File: config.mk
export PLATFORM = sky130hd
export DESIGN_NAME = plte_div
export DESIGN_NICKNAME = d
export VERILOG_FILES = /design/src/rtl/core/plte_pkg.sv /design/src/rtl/core/plte_div.sv
export SDC_FILE = /design/constraint.sdc
export NUM_CORES = 1
export LEC_CHECK = 0
export ABC_AREA = 1
export BUFFER_PORTS_ARGS = -buffer_cell sky130_fd_sc_hd__buf_2
export CAP_MARGIN = 25
export CORE_ASPECT_RATIO = 1.75
export CORE_MARGIN = 2
export CORE_UTILIZATION = 60
export CTS_BUF_LIST = sky130_fd_sc_hd__clkbuf_16
export CTS_CLUSTER_DIAMETER = 150
export CTS_CLUSTER_SIZE = 14
export DETAILED_ROUTE_END_ITERATION = 8
export PLACE_DENSITY = 0.86
export SLEW_MARGIN = 25
export SYNTH_ARGS = -nofsm -noshare
export SYNTH_HDL_FRONTEND = slang
export SYNTH_SLANG_ARGS = --single-unit
File: constraint.sdc
create_clock -name clk -period 4 [get_ports clk]
set_clock_uncertainty 0.1 [all_clocks]
set_input_delay 0.2 -clock clk [delete_from_list [all_inputs] [get_ports clk]]
set_output_delay 0.2 -clock clk [all_outputs]
set_load 0.05 [all_outputs]
File: src/rtl/core/plte_pkg.sv
// ----------------------------------------------------------------------------
// plte_pkg
// Shared types and constants of the piecewise linear table evaluator.
// ----------------------------------------------------------------------------
`default_nettype none
package plte_pkg;

  // request codes
  localparam logic [2:0] REQ_CLEAR = 3'd0;
  localparam logic [2:0] REQ_LOAD  = 3'd1;
  localparam logic [2:0] REQ_EVAL  = 3'd2;
  localparam logic [2:0] REQ_INTEG = 3'd3;
  localparam logic [2:0] REQ_MEAN  = 3'd4;

  // status codes
  localparam logic [2:0] ST_OK    = 3'd0;
  localparam logic [2:0] ST_RANGE = 3'd1;
  localparam logic [2:0] ST_EMPTY = 3'd2;
  localparam logic [2:0] ST_ORDER = 3'd3;
  localparam logic [2:0] ST_FULL  = 3'd4;
  localparam logic [2:0] ST_ZERO  = 3'd5;

  // boundary modes
  localparam logic [1:0] BM_ZERO    = 2'd1;
  localparam logic [1:0] BM_CLOSEST = 2'd2;

  // divider request and reply
  typedef struct packed {
    logic        start;
    logic [63:0] num;
    logic [32:0] den;
  } div_req_t;

  typedef struct packed {
    logic        done;
    logic [63:0] quo;
  } div_rsp_t;

  // unsigned 64-bit magnitude to a saturated signed 48-bit value
  function automatic logic [47:0] sat48(input logic neg, input logic [63:0] m);
    logic [47:0] r;
    begin
      if (neg) begin
        if (m > 64'h0000_8000_0000_0000) r = 48'h8000_0000_0000;
        else r = 48'(64'd0 - m);
      end else begin
        if (m > 64'h0000_7FFF_FFFF_FFFF) r = 48'h7FFF_FFFF_FFFF;
        else r = m[47:0];
      end
      return r;
    end
  endfunction

endpackage
`default_nettype wire

File: src/rtl/core/plte_div.sv
// ----------------------------------------------------------------------------
// plte_div
// Restoring unsigned divider, 64-bit numerator by 33-bit divisor, one
// quotient bit per cycle.
// ----------------------------------------------------------------------------
`default_nettype none
module plte_div (
  input  wire logic               clk,
  input  wire logic               rst_n,
  input  wire plte_pkg::div_req_t req,
  output      plte_pkg::div_rsp_t rsp
);

  logic [63:0] quo_r, quo_nxt;
  logic [33:0] rem_r, rem_nxt;
  logic [32:0] den_r, den_nxt;
  logic [6:0]  cnt_r, cnt_nxt;
  logic        busy_r, busy_nxt;
  logic        done_r, done_nxt;
  logic [33:0] trial;

  // one shift-and-subtract step
  always_comb begin
    quo_nxt  = quo_r;
    rem_nxt  = rem_r;
    den_nxt  = den_r;
    cnt_nxt  = cnt_r;
    busy_nxt = busy_r;
    done_nxt = 1'b0;
    trial    = {rem_r[32:0], quo_r[63]} - {1'b0, den_r};
    if (req.start) begin
      quo_nxt  = req.num;
      rem_nxt  = '0;
      den_nxt  = req.den;
      cnt_nxt  = '0;
      busy_nxt = 1'b1;
    end else if (busy_r) begin
      if (!trial[33]) begin
        rem_nxt = trial;
        quo_nxt = {quo_r[62:0], 1'b1};
      end else begin
        rem_nxt = {rem_r[32:0], quo_r[63]};
        quo_nxt = {quo_r[62:0], 1'b0};
      end
      cnt_nxt = cnt_r + 7'd1;
      if (cnt_r == 7'd63) begin
        busy_nxt = 1'b0;
        done_nxt = 1'b1;
      end
    end
  end

  always_ff @(posedge clk) begin
    if (!rst_n) begin
      busy_r <= 1'b0;
      done_r <= 1'b0;
      cnt_r  <= '0;
    end else begin
      busy_r <= busy_nxt;
      done_r <= done_nxt;
      cnt_r  <= cnt_nxt;
    end
    quo_r <= quo_nxt;
    rem_r <= rem_nxt;
    den_r <= den_nxt;
  end

  assign rsp.done = done_r;
  assign rsp.quo  = quo_r;

endmodule
`default_nettype wire

==> flow_summary.json <==
{
  "ir_drop_mv": 0.288,
  "vias": 9095,
  "ctsResizeCount": 0,
  "postRouteAntennaNets": 0,
  "grt_pass1_vias": 9149,
  "cp.required_ns": 4.13,
  "hold_viol_final": 0,
  "cts_tree": "done",
  "final_area_sq_mm": 0.0109,
  "synthArstFlopShare": 0,
  "final.setup.worst_slack_ns": 0.835,
  "die-width_microns": 93.5,
  "power.total_mw": 4.17,
  "worst_hold_slack_ns": 0.0191,
  "avgSynthCellArea_sq_um": 7.13,
  "final_util": 0.792,
  "rrSetupSlack_ns": 0.84,
  "drive_gt1_frac": 0.154,
  "synth_edf_count": 97,
  "syn_inst": 1179,
  "crit_path_cell_trace": "ha_1 > nand2_1 > nor2_2 > nand3_1 > nand3_2 > nand2_1 > nand2_2 > nand2_2 > nand3_1 > nand2_1 > o21ai_1",
  "ys_ff_latch": 139,
  "worst_slew_pin_slew_ns": 0.843,
  "cap_violations": 0,
  "syn-num-nets": 1314,
  "grt-ovfl-total": 0,
  "wire_per_inst_microns": 18.4,
  "die_area_sq_mm": 0.0150,
  "drv_slew": 0,
  "timing_worst_setup_path_type": "reg2reg",
  "drc": 0,
  "cp-start-kind": "flop",
  "coreArea_sq_mm": 0.0138,
  "worstPathMaxFanout": 11,
  "cpPeakStageDelay_ns": 0.44,
  "layout.cells.non_filler": 1620,
  "powerDensity_mw_per_mm2": 383,
  "antenna_found_initial": 0,
  "end_kind": "flop",
  "grt_usage": 0.390,
  "yosysUniqueCellTypes": 35,
  "clk_latency_ns": 0.43,
  "vias_per_cell": 5.61,
  "dp.cells": 1493,
  "drtIter0Drc": 705,
  "syn-cell-area_sq_mm": 0.00841,
  "status": "finished clean",
  "ios": 165,
  "wirelength_microns": 29700,
  "power.leakage_nw": 5.84,
  "rsz0062_at_grt": "false",
  "seq_area_frac_synth": 0.446,
  "crit_slowest_cell": "ha_1",
  "pre_cts_ws_ns": 1.19,
  "cts_root_buf": "clkbuf_16",
  "clk_path_buf_depth": 2,
  "chipHeight_microns": 161,
  "grt_pass1_wl_microns": 45100,
  "finalCritPeriodShare": 0.791,
  "initial_core_util": 0.611,
  "numCtsBuffers": 17,
  "setup_tns_ns": 0,
  "cp_top_family": "simple AND/OR/NAND/NOR gates",
  "place_area_sq_mm": 0.00934,
  "diodes": 0,
  "yosys_warnings": 0,
  "hp-class": "in2reg",
  "path_buf_inv": 0,
  "relSlewSlack": 0.438,
  "firstDrtPassIters": 6,
  "grt_max_degree": 75,
  "crit_top_cell": "nand2_1",
  "io_buffer_count": 164,
  "hpwl_microns": 17200,
  "synthFlopType": "edfxtp_1",
  "setup_viol_count_final": 0,
  "nNetsFinal": 1565,
  "rows": 57,
  "areaGrowthSynthToFinish_pct": 29.7,
  "crit_arrival_ns": 3.29,
  "period_needed_ns": 3.16,
  "h-tree-depth": 4,
  "clkSinkCount": 139,
  "path_clk_slew_ns": 0.08,
  "fmax_mhz": 316,
  "gp_congestion": 1.03
}
[synthesized netlist by cell type, drive strengths merged, types with 8 or more instances]
master,n,area share
clkbuf,18,0.0080
buf,13,0.0098
a21oi,24,0.015
nand2,534,0.24
xnor2,9,0.0094
nor2,53,0.025
nand4,8,0.0060
inv,206,0.092
nor3,13,0.0077
xor2,9,0.0094
edfxtp,97,0.35
dfxtp,42,0.10
ha,34,0.051
nand3,99,0.062
[final timing paths]
kind | start | end | depth (start not counted)
max | rem_r[4] | quo_r[0] | 11
min | req[36] | quo_r[3] | 3
max reg2reg | rem_r[4] | quo_r[0] | 11
min reg2reg | rem_r[11] | rem_r[11] | 2
[registers in the layout, summed over array words and instances, names as in the netlist]
signal / count
busy_r: 1
cnt_r: 7
done_r: 1
rem_r: 33
quo_r: 64
den_r: 33
[power by group]
| part | internal (mW) | total (mW) | switching, mW | leakage [nW] |
|---|---|---|---|---|
| logic | 0.228 | 0.771 | 0.543 | 4.23 |
| clock network | 0.895 | 1.68 | 0.781 | 0.293 |
| registers | 1.66 | 1.73 | 0.0676 | 1.32 |
| total | 2.78 | 4.17 | 1.39 | 5.84 |
[routing by layer]
layer / vias up / track usage / wire length, microns
li1: 4153 / - / -
met1: 4026 / 0.412 / 9510
met2: 713 / 0.657 / 14500
met3: 203 / 0.0807 / 2910
met4: 0 / 0.311 / 2780
met5: - / 0 / 0
[cell usage in the layout, fill, tap and decap left out, drive strengths merged]
| master | instances |
|---|---|
| nand2 | 534 |
| inv | 213 |
| buf | 169 |
| nand3 | 99 |
| edfxtp | 97 |
| dlygate4sd3 | 94 |
| nor2 | 53 |
| dfxtp | 42 |
| ha | 34 |
| a21oi | 24 |
| clkbuf | 17 |
| nor3 | 13 |
| xor2 | 9 |
| xnor2 | 9 |
| nand4 | 8 |
| o21ai | 6 |
| clkinv | 6 |
| o21bai | 3 |
| nand3b | 3 |
| nor3b | 2 |
| nor2b | 1 |
| and2 | 1 |
| nor4 | 1 |
| and3 | 1 |
| o211ai | 1 |
| fa | 1 |
| bufinv | 1 |
| clkinvlp | 1 |
[kinds of logic (layout without fill, tap and decap cells)]
group                    count (synthesis)  after routing  share of synthesized area
flip-flops                             139            139                      0.446
AND/OR/NAND/NOR                        716            716                      0.350
XOR/XNOR                                18             18                     0.0188
buffers and inverters                  237            501                      0.110
AO/OA/AOI/OAI                           34             34                     0.0219
adder cells (fa/ha/maj)                 35             35                     0.0530
[cell type report]
class | count | area, sq um
inverters | 206 | 773
multi-input cells | 803 | 3740
flip-flops and latches | 139 | 3750
clock buffers | 17 | 425
fillers | 879 | 2860
repair buffers | 263 | 1810
well taps | 177 | 221
clock inverters | 15 | 178
[what timing repair did]
| action | in CTS | in global routing |
|---|---|---|
| hold buffers | 94 | 0 |
| endpoints found under the setup margin | 0 | 0 |
| endpoints found under the hold margin | 94 | 0 |
| buffers inserted | 0 | 0 |
[worst register-to-register path: stages (launching register included)]
cell	delay [ns]
dfxtp_1	0.37
ha_1	0.44
nand2_1	0.16
nor2_2	0.16
nand3_1	0.11
nand3_2	0.13
nand2_1	0.08
nand2_2	0.11
nand2_2	0.11
nand3_1	0.39
nand2_1	0.42
o21ai_1	0.37
Note: power is estimated with default switching activity, not from simulation.
